## src/rtl/core/positional_list_insert_delete_macros.svh

```systemverilog
// assertion macros for the positional list block
// used by the top level, which supplies clk and rst_n in scope
`ifndef POSITIONAL_LIST_INSERT_DELETE_MACROS_SVH
`define POSITIONAL_LIST_INSERT_DELETE_MACROS_SVH

`ifndef NO_ASSERTIONS
// same-cycle implication, checked outside reset
`define PLID_ASSERT_IMP(lbl, ante, cons) \
    lbl: assert property (@(posedge clk) disable iff (!rst_n) (ante) |-> (cons)) \
        else $error("positional list assertion failed");
// next-cycle implication, checked outside reset
`define PLID_ASSERT_NXT(lbl, ante, cons) \
    lbl: assert property (@(posedge clk) disable iff (!rst_n) (ante) |=> (cons)) \
        else $error("positional list assertion failed");
`else
`define PLID_ASSERT_IMP(lbl, ante, cons)
`define PLID_ASSERT_NXT(lbl, ante, cons)
`endif

`endif

```

## src/rtl/core/plid_pkg.sv

```systemverilog
// shared types and constants for the positional list block
// no dependencies; imported by the cell, the search tree and the top level
package plid_pkg;

    // count and index width wide enough for the largest supported capacity
    localparam int unsigned CNT_W = 11;

    typedef enum logic [2:0] {
        OP_GET    = 3'd0,
        OP_LOCATE = 3'd1,
        OP_INSERT = 3'd2,
        OP_DELETE = 3'd3,
        OP_CLEAR  = 3'd4
    } op_t;

    typedef enum logic [1:0] {
        STATUS_OK    = 2'd0,
        STATUS_RANGE = 2'd1,
        STATUS_FULL  = 2'd2
    } status_t;

    typedef enum logic [1:0] {
        CMD_HOLD   = 2'd0,
        CMD_INSERT = 2'd1,
        CMD_DELETE = 2'd2
    } cmd_t;

    typedef enum logic [1:0] {
        S_IDLE   = 2'd0,
        S_LAUNCH = 2'd1,
        S_SEARCH = 2'd2,
        S_COMMIT = 2'd3
    } state_t;

    typedef struct packed {
        op_t                operation;
        logic [6:0]         position;
        logic signed [31:0] value;
    } req_t;

    typedef struct packed {
        status_t            status;
        logic signed [31:0] read_value;
        logic [6:0]         found_position;
        logic [6:0]         list_length;
        logic               is_empty;
    } rsp_t;

    // broadcast from the controller to every cell
    typedef struct packed {
        cmd_t               cmd;
        logic               locate;
        logic [CNT_W-1:0]   idx;
        logic [CNT_W-1:0]   count;
        logic signed [31:0] key;
    } cell_ctrl_t;

endpackage

```

## src/rtl/core/plid_cell.sv

```systemverilog
// one list slot: holds an entry, shifts with its neighbors, flags a search hit
// depends on plid_pkg
module plid_cell #(
    parameter int unsigned IDX = 0
) (
    input  logic                  clk,
    input  plid_pkg::cell_ctrl_t  ctrl,
    input  logic signed [31:0]    left_data,
    input  logic signed [31:0]    right_data,
    output logic signed [31:0]    data,
    output logic                  hit
);
    import plid_pkg::*;

    localparam logic [CNT_W-1:0] MY_IDX = CNT_W'(IDX);

    logic signed [31:0] data_reg;
    logic signed [31:0] data_next;

    always_comb
    begin
        data_next = data_reg;
        case (ctrl.cmd)
            CMD_INSERT:
            begin
                if (MY_IDX == ctrl.idx)
                begin
                    data_next = ctrl.key;
                end
                else if (MY_IDX > ctrl.idx)
                begin
                    data_next = left_data;
                end
            end
            CMD_DELETE:
            begin
                if (MY_IDX >= ctrl.idx)
                begin
                    data_next = right_data;
                end
            end
            default:
            begin
                data_next = data_reg;
            end
        endcase
    end

    always_ff @(posedge clk)
    begin
        data_reg <= data_next;
    end

    // locate matches live entries by value, get and delete match by slot
    assign hit  = ctrl.locate ? ((data_reg == ctrl.key) && (MY_IDX < ctrl.count))
                              : (MY_IDX == ctrl.idx);
    assign data = data_reg;

endmodule

```

## config.mk

```make
export PLATFORM = sky130hd
export DESIGN_NAME = plid_cell
export DESIGN_NICKNAME = d
export VERILOG_FILES = /design/src/rtl/core/positional_list_insert_delete_macros.svh /design/src/rtl/core/plid_pkg.sv /design/src/rtl/core/plid_cell.sv
export SDC_FILE = /design/constraint.sdc
export NUM_CORES = 1
export LEC_CHECK = 0
export BUFFER_PORTS_ARGS = -buffer_cell sky130_fd_sc_hd__buf_4
export CAP_MARGIN = 40
export CORE_AREA = 2 2 76 78
export CTS_CLUSTER_SIZE = 24
export DETAILED_ROUTE_END_ITERATION = 10
export DIE_AREA = 0 0 78 80
export PLACE_DENSITY_LB_ADDON = 0.15
export SLEW_MARGIN = 10
export SYNTH_ARGS = -nofsm -noshare
export SYNTH_HDL_FRONTEND = slang
export SYNTH_SLANG_ARGS = --single-unit
```

## constraint.sdc

```tcl
create_clock -name clk -period 3.3 [get_ports clk]
set_clock_uncertainty 0.2 [all_clocks]
set_input_delay 0.165 -clock clk [delete_from_list [all_inputs] [get_ports clk]]
set_output_delay 0.165 -clock clk [all_outputs]
set_load 0.01 [all_outputs]
```

== Word-level counts from Yosys, hierarchy flattened ==
Index checks and enable logic that the tools add are counted.
Word-level totals
  register bits after elaboration: 32
  output and inout bits: 33
  input port bits: 122
  logic and storage cells: 18
Cells by class
  equality and inequality tests: 5
  reduce and logical (&&, ||, !) cells: 4
  $lt $le $gt $ge: 3
  muxes and demuxes: 5
Operator list (count)
  $mux W32: 3
  $pmux W32 S2: 1
  $eq A32 B32 Y1: 1
  $ge A1 B11 Y1 const A: 1
  $gt A1 B11 Y1 const A: 1
  $logic_not A11 Y1: 1
  $lt A1 B11 Y1 const A: 1
  $ne A3 B3 Y1 const B: 1
  $reduce_and A3 Y1: 1
  $eq A2 B1 Y1 const B: 1
  $eq A2 B2 Y1 const B: 1
  $ne A2 B2 Y1 const B: 1
  $reduce_bool A2 Y1: 1
  $logic_and A1 B1 Y1: 1
  $mux W1: 1

== Logic depth before layout (Yosys ltp) ==
Gate-level depths: netlist of the first run.
  depth after elaboration: 4
  depth in mapped cells: 6
  gate-level depth less buffers: 5

== Worst setup path after synthesis of the first run ==
OpenSTA, ideal clock, no wires.
  path type: input-to-reg
  from: in ctrl[55] in the netlist's numbering
  to: reg data_reg[0] (netlist: data[0]), enable pin
  path slack: 226 ps
  stages: 5
  required time: 2668 ps
  library setup time: 432 ps
  path buffers: 1
  arrival: 2442 ps
  cell sequence: inv_1 > ha_1 > clkbuf_1 > or2_2 > a21oi_1
Between the ends
  word-level cells in the longest chain between the ends: 3
  elaborated cells on any way between the ends: 6
  those cells by class: 4 x eq/ne; 2 x reduce/logical
Ends and longest elaborated chain
  start: declaration: line plid_cell.sv:7  | input plid_pkg::cell_ctrl_t ctrl,
  $eq A2 B1 Y1 or $eq A2 B2 Y1 (tied branches): line plid_cell.sv:23  | case (ctrl.cmd)
  $ne A3 B3 Y1 (no source line) (tied with other cells)
  $reduce_and A3 Y1 (no source line) *
  end signal: assignment: line plid_cell.sv:51  | data_reg <= data_next;
  end: declaration: line plid_cell.sv:17  | logic signed [31:0] data_reg;
Every way passes the cells marked *; elsewhere a longest branch is shown, timed or not.
A chain may end at the register's enable or synchronous reset.

== Worst setup path in the final report of the first run ==
  from: reg data_reg[27] (netlist: data[27])
  to: out hit
Between the ends
  word-level cells in the longest chain between the ends: 3
Ends and longest elaborated chain
  $eq A32 B32 Y1: line plid_cell.sv:55  | assign hit = ctrl.locate ? ((data_reg == ctrl.key) && (MY_IDX < ctrl.count))
  $logic_and A1 B1 Y1: line plid_cell.sv:55
  $mux W1: line plid_cell.sv:55
  end: declaration: line plid_cell.sv:11  | output logic hit
No other way between the ends.

==> results of run 1 <==
[worst max-delay path: cells and delay by family, from the launching register on]
kind | cells | cell delay [ns]
and+or+nand+nor | 3 | 0.59
DFF | 1 | 0.41
xor gates and xnor gates | 1 | 0.29
AOI/OAI and AO/OA | 1 | 0.15
buffers and inverters | 1 | 0.15
[cell usage after synthesis (all sizes together)]
cell / n
a21oi: 1
nand2: 32
o22ai: 1
mux2i: 32
inv: 2
nor4: 8
xor2: 15
nor3: 3
nand4: 6
nand3: 2
ha: 2
xnor2: 17
edfxtp: 32
buf: 4
or2: 1
clkbuf: 7
o21ai: 32
[logic make-up after synthesis]
logic type / count (synthesis)
AOI/OAI and AO/OA: 34
adders and majority gates: 2
muxes: 32
buffers and inverters: 13
DFF: 32
and+or+nand+nor: 52
xor gates and xnor gates: 32
[how the worst max path moves through the flow]
stage	end	slack [ns]	depth (start not counted)
floorplan	data[0]$_DFFE_PP_	0.23	5
global placement	data[12]$_DFFE_PP_	1.18	5
detailed placement	data[16]$_DFFE_PP_	1.16	5
CTS	hit	1.03	6
global route	hit	0.93	6
finish	hit	1.06	6
[area by class of cell]
type / count / share of cell area [%]
tap: 72 / 2.45
clock inverter: 3 / 0.374
sequential: 32 / 26.1
multi-input combinational: 152 / 28.6
timing repair buffer: 188 / 40.4
inverter: 2 / 0.204
clock buffer: 5 / 1.87
[power breakdown]
group          total, W  switching [W]  internal [W]
clock network  0.000284       0.000142      0.000143
logic          0.000387       0.000155      0.000232
registers      0.000545      0.0000339      0.000511
total           0.00122       0.000331      0.000886
[per-stage QoR]
step | instances | util (%)
finish | 454 | 68.1
global route | 454 | 68.1
CTS | 454 | 68.1
detailed placement | 416 | 61.0
global placement | 416 | 61.0
floorplan | 197 | -
[routing by layer]
metal / global-route usage (%) / part of all wire [%]
met5: 0 / 0
met4: 8.42 / 2.3
met3: 5.54 / 6.7
met2: 38.7 / 51
met1: 23.9 / 40
[timing repair]
| action | CTS | global route |
|---|---|---|
| endpoints found under the setup margin | 0 | 0 |
| hold buffers | 30 | 0 |
| resized for setup | 0 | 0 |
| setup buffers | 0 | 0 |
| hold endpoints to repair | 30 | 0 |
==> qor.csv, run 1 <==
stage,metric,value,unit
status,status,"finished, final reports clean",
placed_design,count of buffers from port buffering,154,
route,via count,2152,
worst_setup_path,worst-path fanout max,2,
clock_network,H-tree depth,2,
floorplan,Starting Density,38.8,%
global_route,initial antenna violation count,0,
worst_setup_path,worst path required time,2.93,ns
min_path,Min-Delay Path Class,primary input to register,
global_route,GRT overflow,0,
synth,Synth top area share,45.8,%
worst_setup_path,"most used cell, CP",nand4_1,
route,initial DRC count,109,
worst_setup_path,Worst Setup SP,data[27]$_DFFE_PP_,
layout,"commonest non-fill, non-tap cell in the layout",buf_4,
min_path,Hold EP,data[24]$_DFFE_PP_,
worst_setup_path,Startpoint Class,register,
synth,Post-Syn Nets,321,
power,Peak VDD IR,0.260,mV
floorplan,DIE AREA,0.00624,mm²
worst_setup_path,slowest CP cell,edfxtp_1,
clock_network,CTS buffer count,5,
layout,number of flip-flops under the largest register name,32,
clock_network,clock sinks,32,
synth,Post-Syn Area,0.00210,mm²
power,Pleak,1.78,nW
global_route,first-pass GRT wire length,10.3,mm
min_path,hold wc startpoint,right_data[24],
layout,Syn-to-layout area delta,75.6,%
synth,synth unique cells,20,
placed_design,GPL Wtd Cong,0.715,
timing,slew margin rel.,59.3,%
synth,register area share after synthesis,45.8,%
synth,fraction of the mapped netlist area in simple logic gates,11.4,%
layout,nets,505,
route,post-route ant nets,0,
power,total power,0.00122,W
flow_run,number of max-cap violations,0,
layout,fin area,0.00368,mm²
layout,Layout fillers,460,
global_route,gr usage total,21.4,%
worst_setup_path,max incr delay on CP,0.41,ns
layout,n_diodes,0,
timing,max-slew violations,0,
layout,area of the multi-input gates,0.00105,mm²
synth,dominant cell type by area after synthesis,edfxtp_1,
timing,Post-Route Setup TNS,0,ns
clock_network,clock-pin slew on the worst setup and hold paths,0.06,ns
route,drt total wl,6.69,mm
timing,final hold vios,0,
global_route,vias in the first global route,2218,
power,pwr/cell area,331,mW/mm²
worst_setup_path,CP Cell Sequence,xnor2_1 > nand4_1 > nor4_1 > nand4_1 > o22ai_1 > buf_4,
placed_design,placed cell areas,0.00330,mm²
timing,FMAX,446,MHz
clock_network,CTS tree,yes,
clock_network,CTS root buf,clkbuf_8,
synth,top post-synthesis cells by area,"edfxtp_1, mux2i_1, xnor2_1, o21ai_1, xor2_1",
synth,Synth Area in Adders,1.19,%
floorplan,Die X-Extent,78,µm
synth,post-synthesis register bit count,32,
layout,layout cell share with drive strength beyond 1,44.2,%
route,drt first pass iters,4,
synth,synth warn,0,
synth,complex-gate fraction of the synthesized area,8.17,%
synth,syn_area_per_cell,10.6,µm²
floorplan,Die Height,80,µm
timing,Hold Slack,0.00960,ns
timing,Slew @ Worst Pin,0.610,ns
route,drt drc,0,
worst_setup_path,worst setup path category,register to output pin,
timing,Final Critical Period,2.24,ns
worst_setup_path,Setup crit end kind,output pin,
global_route,largest net degree at the start of global routing,65,
min_path,Hold Crit Depth,3,
clock_network,Bufs on Longest Clock Path,2,
floorplan,Core Box Area,0.00541,mm²
placed_design,pre-CTS setup slack,1.16,ns
worst_setup_path,arrival time at the worst endpoint,1.88,ns
timing,Final Cycle Share,67.9,%
synth,xor/xnor share of the synthesized area,13.4,%
route,WL per Instance,14.7,µm
synth,multiplexer share of the synthesized area,15.3,%
placed_design,hpwl dp,4.93,mm
layout,"commonest non-fill, non-tap cells in the layout","buf_4, mux2i_1, nand2_1, edfxtp_1, dlygate4sd3_1",
synth,main combinational cell family by area after synthesis,multiplexers,
floorplan,Core Rows,27,
synth,synthesized instance count,197,
floorplan,num ports,155,
route,Vias per Instance,4.74,
timing,Final setup viols,0,
layout,Seq. cell area,961,µm²
timing,final setup margin,1.06,ns
timing,RSZ-0062 raised after global routing,false,
Power figures use the tool's default switching activity.
==> run 2, diff against run 1 <==
--- a/config.mk
+++ b/config.mk
@@ -5,12 +5,13 @@
 export SDC_FILE = /design/constraint.sdc
 export NUM_CORES = 1
 export LEC_CHECK = 0
+export ABC_AREA = 1
 export BUFFER_PORTS_ARGS = -buffer_cell sky130_fd_sc_hd__buf_4
 export CAP_MARGIN = 40
-export CORE_AREA = 2 2 76 78
+export CORE_AREA = 2 2 82 84
 export CTS_CLUSTER_SIZE = 24
 export DETAILED_ROUTE_END_ITERATION = 10
-export DIE_AREA = 0 0 78 80
+export DIE_AREA = 0 0 84 86
 export PLACE_DENSITY_LB_ADDON = 0.15
 export SLEW_MARGIN = 10
 export SYNTH_ARGS = -nofsm -noshare
==> constraint.sdc (replaced) <==
create_clock -name clk -period 2.2 [get_ports clk]
set_clock_uncertainty 0.2 [all_clocks]
set_input_delay 0.11 -clock clk [delete_from_list [all_inputs] [get_ports clk]]
set_output_delay 0.11 -clock clk [all_outputs]
set_load 0.01 [all_outputs]
==> qor.csv, run 2 <==
stage,metric,value,unit
clock_network,clock sinks,32,
worst_setup_path,Worst Path Buf+Inv,1,
layout,final std cells w/o fill,622,
clock_network,CTS tree,yes,
layout,fin area,0.00416,mm²
synth,post-synthesis register bit count,32,
route,drt drc,0,
timing,Final setup viols,0,
worst_setup_path,CP Cell Sequence,nand2_1 > nand2_1 > nor2_1 > nand2_1 > nor2_1 > nand3_1 > o21bai_1 > buf_4,
status,status,"finished, violations left",
synth,multiplexer share of the synthesized area,0,%
route,Vias per Instance,4.82,
floorplan,Die X-Extent,84,µm
power,Peak VDD IR,0.355,mV
timing,RSZ-0062 raised after global routing,false,
layout,n_diodes,0,
synth,fraction of the mapped netlist area in simple logic gates,35.2,%
layout,nets,668,
flow_run,number of max-cap violations,0,
route,metal2 WL,4.07,mm
synth,main combinational cell family by area after synthesis,simple AND/OR/NAND/NOR gates,
synth,top-count cell post-synth,nand2_1,
route,M1 WL,3.58,mm
synth,syn_area_per_cell,6.95,µm²
global_route,GRT overflow,0,
layout,"commonest non-fill, non-tap cells in the layout","buf_4, nand2_1, nor2_1",
worst_setup_path,Startpoint Class,register,
placed_design,hpwl dp,6.11,mm
worst_setup_path,worst-path fanout max,3,
synth,complex-gate fraction of the synthesized area,10.1,%
route,Top Layer Used,met4,
timing,Final Cycle Share,86.1,%
power,pwr/cell area,493,mW/mm²
route,drt total wl,8.28,mm
route,WL per Instance,13.3,µm
floorplan,Core Box Area,0.00628,mm²
min_path,Min-Delay Path Class,primary input to register,
worst_setup_path,worst path required time,1.89,ns
timing,slew margin rel.,74.6,%
synth,synthesized instance count,353,
synth,xor/xnor share of the synthesized area,2.14,%
placed_design,placed cell areas,0.00366,mm²
placed_design,GPL Wtd Cong,0.837,
synth,top_reg_cell synth,edfxtp_1,
layout,Syn-to-layout area delta,69.4,%
timing,FMAX,528,MHz
worst_setup_path,"CP delay by family, top",simple AND/OR/NAND/NOR gates,
timing,Post-Route Setup TNS,0,ns
timing,Slew @ Worst Pin,0.381,ns
global_route,first-pass GRT wire length,13.5,mm
worst_setup_path,max incr delay on CP,0.40,ns
worst_setup_path,slowest CP cell,edfxtp_1,
synth,synth warn,0,
global_route,vias in the first global route,2935,
clock_network,CTS buffer count,5,
route,drt first pass iters,4,
timing,Hold Slack,-0.00300,ns
synth,Post-Syn Area,0.00245,mm²
timing,Final Critical Period,1.89,ns
timing,final hold vios,1,
worst_setup_path,Setup crit end kind,output pin,
layout,"Core Util, Final",66.2,%
synth,register area share after synthesis,39.1,%
synth,synth unique cells,21,
power,Pleak,2.12,nW
synth,Synth top area share,39.1,%
global_route,initial antenna violation count,0,
route,post-route ant nets,0,
synth,Synth top cells by count,"nand2_1, nor2_1, inv_1",
worst_setup_path,"most used cell, CP",nand2_1,
synth,post-synthesis async set-or-reset flop share,0,%
floorplan,Starting Density,39.1,%
synth,top post-synthesis cells by area,"edfxtp_1, nand2_1, nor2_1, a31oi_1, inv_1",
route,initial DRC count,182,
global_route,gr usage total,22.9,%
floorplan,num ports,155,
worst_setup_path,arrival time at the worst endpoint,1.58,ns
floorplan,Core Rows,29,
clock_network,Bufs on Longest Clock Path,2,
placed_design,count of buffers from port buffering,154,
floorplan,Die Height,86,µm
floorplan,DIE AREA,0.00722,mm²
clock_network,H-tree depth,2,
synth,Synth Area in Adders,1.02,%
synth,dominant cell type by area after synthesis,edfxtp_1,
route,via count,2995,
timing,max-slew violations,0,
layout,"commonest non-fill, non-tap cell in the layout",buf_4,
global_route,largest net degree at the start of global routing,35,
layout,layout cell share with drive strength beyond 1,32.5,%
synth,Post-synth EDFFs,32,
layout,number of flip-flops under the largest register name,32,
placed_design,DP Cell Count,575,
status,violated checks,hold timing,
synth,Post-Syn Nets,477,
clock_network,CTS root buf,clkbuf_8,
route,met3 wire length,536,µm
worst_setup_path,worst setup path category,register to output pin,
clock_network,clock-pin slew on the worst setup and hold paths,0.07,ns
==> run 2: repair_timing <==
item,CTS,global route
setup buffers,0,0
resized for setup,0,0
endpoints found under the hold margin,20,0
hold buffers,39,0
==> run 2: report_power, final <==
part | total [W] | internal, W | switching [W]
Clock | 0.000563 | 0.000335 | 0.000228
Combinational | 0.000671 | 0.000379 | 0.000292
Sequential | 0.000817 | 0.000766 | 0.0000513
==> run 2: kinds of logic (layout without fill, tap and decap cells) <==
logic type                 Yosys count  after routing
buffers and inverters               64            256
adders and majority gates            2              2
and+or+nand+nor                    208            208
DFF                                 32             32
xor gates and xnor gates             6              6
AOI/OAI and AO/OA                   41             41
==> run 2: worst paths after layout <==
path / to / cells past startpoint / slack (ns) / from
worst max-delay path: hit / 8 / 0.31 / data[0]$_DFFE_PP_
worst min-delay path: data[2]$_DFFE_PP_ / 3 / -0.003 / left_data[2]
==> run 2: routing by layer <==
layer	track usage (%)	vias up
met4	4.55	0
met3	4.33	11
met1	29.4	1342
met2	40.4	119
li1	-	1523
met5	0	-
==> run 2: area by class of cell <==
type / instances / area [µm²]
tap: 77 / 96.3
timing repair buffer: 199 / 1600
clock buffer: 5 / 68.8
multi-input combinational: 257 / 1200
fill: 589 / 2120
inverter: 49 / 184
sequential: 32 / 961
clock inverter: 3 / 42.5
==> run 2: worst min-delay path, cell delays in order <==
cell	delay, ns
buf_4	0.08
nand2_1	0.05
a31oi_1	0.13
==> run 2: stage by stage <==
step                      total power [W]  setup WS [ns]
after detailed placement          0.00143          0.507
after global placement            0.00142          0.559
final                             0.00205          0.306
after CTS                         0.00206          0.317
after global routing              0.00216          0.140
after floorplan                   0.00107          0.295
==> run 3, diff against run 2 <==
--- a/config.mk
+++ b/config.mk
@@ -12,6 +12,7 @@
 export CTS_CLUSTER_SIZE = 24
 export DETAILED_ROUTE_END_ITERATION = 10
 export DIE_AREA = 0 0 84 86
+export MAX_ROUTING_LAYER = met4
 export PLACE_DENSITY_LB_ADDON = 0.15
 export SLEW_MARGIN = 10
 export SYNTH_ARGS = -nofsm -noshare
==> qor.csv, run 3 (same netlist as run 2, synthesis figures left out) <==
stage,metric,value,unit
status,status,"finished, violations left",
status,violated checks,hold timing,
clock_network,Bufs on Longest Clock Path,2,
worst_setup_path,"most used cell, CP",buf_4,
timing,Hold Slack,-0.00285,ns
flow_run,number of max-cap violations,0,
floorplan,DIE AREA,0.00722,mm²
floorplan,Starting Density,39.1,%
power,Pleak,2.12,nW
floorplan,Die X-Extent,84,µm
clock_network,# hold bufs at CTS,39,
placed_design,placed cell areas,0.00366,mm²
worst_setup_path,max incr delay on CP,0.59,ns
layout,layout cell share with drive strength beyond 1,32.5,%
route,drt drc,0,
timing,slew margin rel.,74.9,%
worst_setup_path,slowest CP cell,dlygate4sd3_1,
worst_setup_path,worst-path fanout max,18,
global_route,initial antenna violation count,0,
clock_network,post-cts gate resize count,0,
placed_design,hpwl dp,6.11,mm
layout,Layout fillers,589,
floorplan,num ports,155,
worst_setup_path,arrival time at the worst endpoint,1.73,ns
layout,nets,668,
clock_network,CTS tree,yes,
timing,final hold vios,3,
route,via count,3001,
layout,number of flip-flops under the largest register name,32,
layout,fin area,0.00416,mm²
worst_setup_path,Startpoint Class,primary input,
global_route,vias in the first global route,2936,
timing,Final setup viols,0,
floorplan,Core Rows,29,
min_path,Min-Delay Path Class,primary input to register,
route,Vias per Instance,4.82,
timing,FMAX,526,MHz
layout,"commonest non-fill, non-tap cells in the layout","buf_4, nand2_1, nor2_1",
worst_setup_path,worst setup path category,primary input to register,
route,initial DRC count,180,
placed_design,pre-CTS setup slack,0.507,ns
timing,Slew @ Worst Pin,0.376,ns
worst_setup_path,CP Cell Sequence,buf_4 > inv_1 > nand4_1 > nor2_4 > nand2_4 > buf_4 > nand2_1 > a31oi_1 > dlygate4sd3_1,
layout,Seq. cell area,961,µm²
worst_setup_path,Setup crit end kind,register,
worst_setup_path,Worst Setup SP,ctrl[49],
route,post-route ant nets,0,
layout,Syn-to-layout area delta,69.4,%
layout,"commonest non-fill, non-tap cell in the layout",buf_4,
timing,Final Critical Period,1.90,ns
timing,max-slew violations,0,
min_path,Hold EP,data[0]$_DFFE_PP_,
min_path,hold wc startpoint,left_data[0],
route,drt first pass iters,4,
layout,area of the multi-input gates,0.00120,mm²
timing,RSZ-0062 raised after global routing,false,
power,pwr/cell area,494,mW/mm²
placed_design,GPL Wtd Cong,0.850,
global_route,first-pass GRT wire length,13.5,mm
min_path,Hold Crit Depth,3,
route,WL per Instance,13.4,µm
clock_network,CTS buffer count,5,
layout,n_diodes,0,
global_route,gr usage total,23.5,%
floorplan,Core Box Area,0.00628,mm²
clock_network,Post-CTS Setup Repair Bufs,0,
placed_design,count of buffers from port buffering,154,
global_route,largest net degree at the start of global routing,35,
clock_network,clock sinks,32,
route,drt total wl,8.30,mm
power,total power,0.00206,W
clock_network,clock-pin slew on the worst setup and hold paths,0.07,ns
global_route,GRT overflow,0,
clock_network,H-tree depth,2,
timing,final setup margin,0.298,ns
worst_setup_path,worst path required time,2.03,ns
clock_network,CTS root buf,clkbuf_8,
timing,Final Cycle Share,86.5,%
timing,Post-Route Setup TNS,0,ns
floorplan,Die Height,86,µm
power,Peak VDD IR,0.356,mV
## run 3: layout make-up
type | count | share of cell area (%)
repair buffers | 199 | 38.6
multi-input cells | 257 | 28.9
flip-flops and latches | 32 | 23.1
inverters | 49 | 4.42
well taps | 77 | 2.32
clock buffers | 5 | 1.66
clock inverters | 3 | 1.02
## run 3: routing by layer
| layer | wire (µm) | track usage [%] | part of all wire (%) |
|---|---|---|---|
| met4 | 88 | 4.55 | 1.1 |
| met5 | 0 | - | 0 |
| met2 | 4060 | 40.4 | 49 |
| met3 | 488 | 3.08 | 5.9 |
| met1 | 3670 | 30.2 | 44 |
## run 3: worst max-delay path: cells and delay by family
kind | cells | cell delay, ns
AO/OA/AOI/OAI | 1 | 0.07
buffers and inverters | 4 | 1.00
AND/OR/NAND/NOR | 4 | 0.55
## run 3: power breakdown
part,leakage (nW),total [W],internal [W],switching (W)
combinational,1.76,0.000672,0.000379,0.000293
clock,0.0541,0.000566,0.000335,0.000231
sequential,0.306,0.000817,0.000766,0.0000514
## run 3: worst max path at each step
stage	end	cells after the start
floorplan	data[0]$_DFFE_PP_	6
global placement	data[16]$_DFFE_PP_	6
detailed placement	data[16]$_DFFE_PP_	7
CTS	data[31]$_DFFE_PP_	9
global route	data[25]$_DFFE_PP_	8
finish	data[24]$_DFFE_PP_	9
## run 3: stage by stage
| stage | instances | util, % | hold WS [ns] |
|---|---|---|---|
| 4_1_cts | 622 | 66.2 | 0.000194 |
| 3_3_place_gp | 575 | 58.2 | 0.253 |
| 6_report | 622 | 66.2 | -0.00285 |
| 5_1_grt | 622 | 66.2 | 0.00382 |
| 3_5_place_dp | 575 | 58.2 | 0.263 |
| 2_1_floorplan | 353 | - | 0.164 |
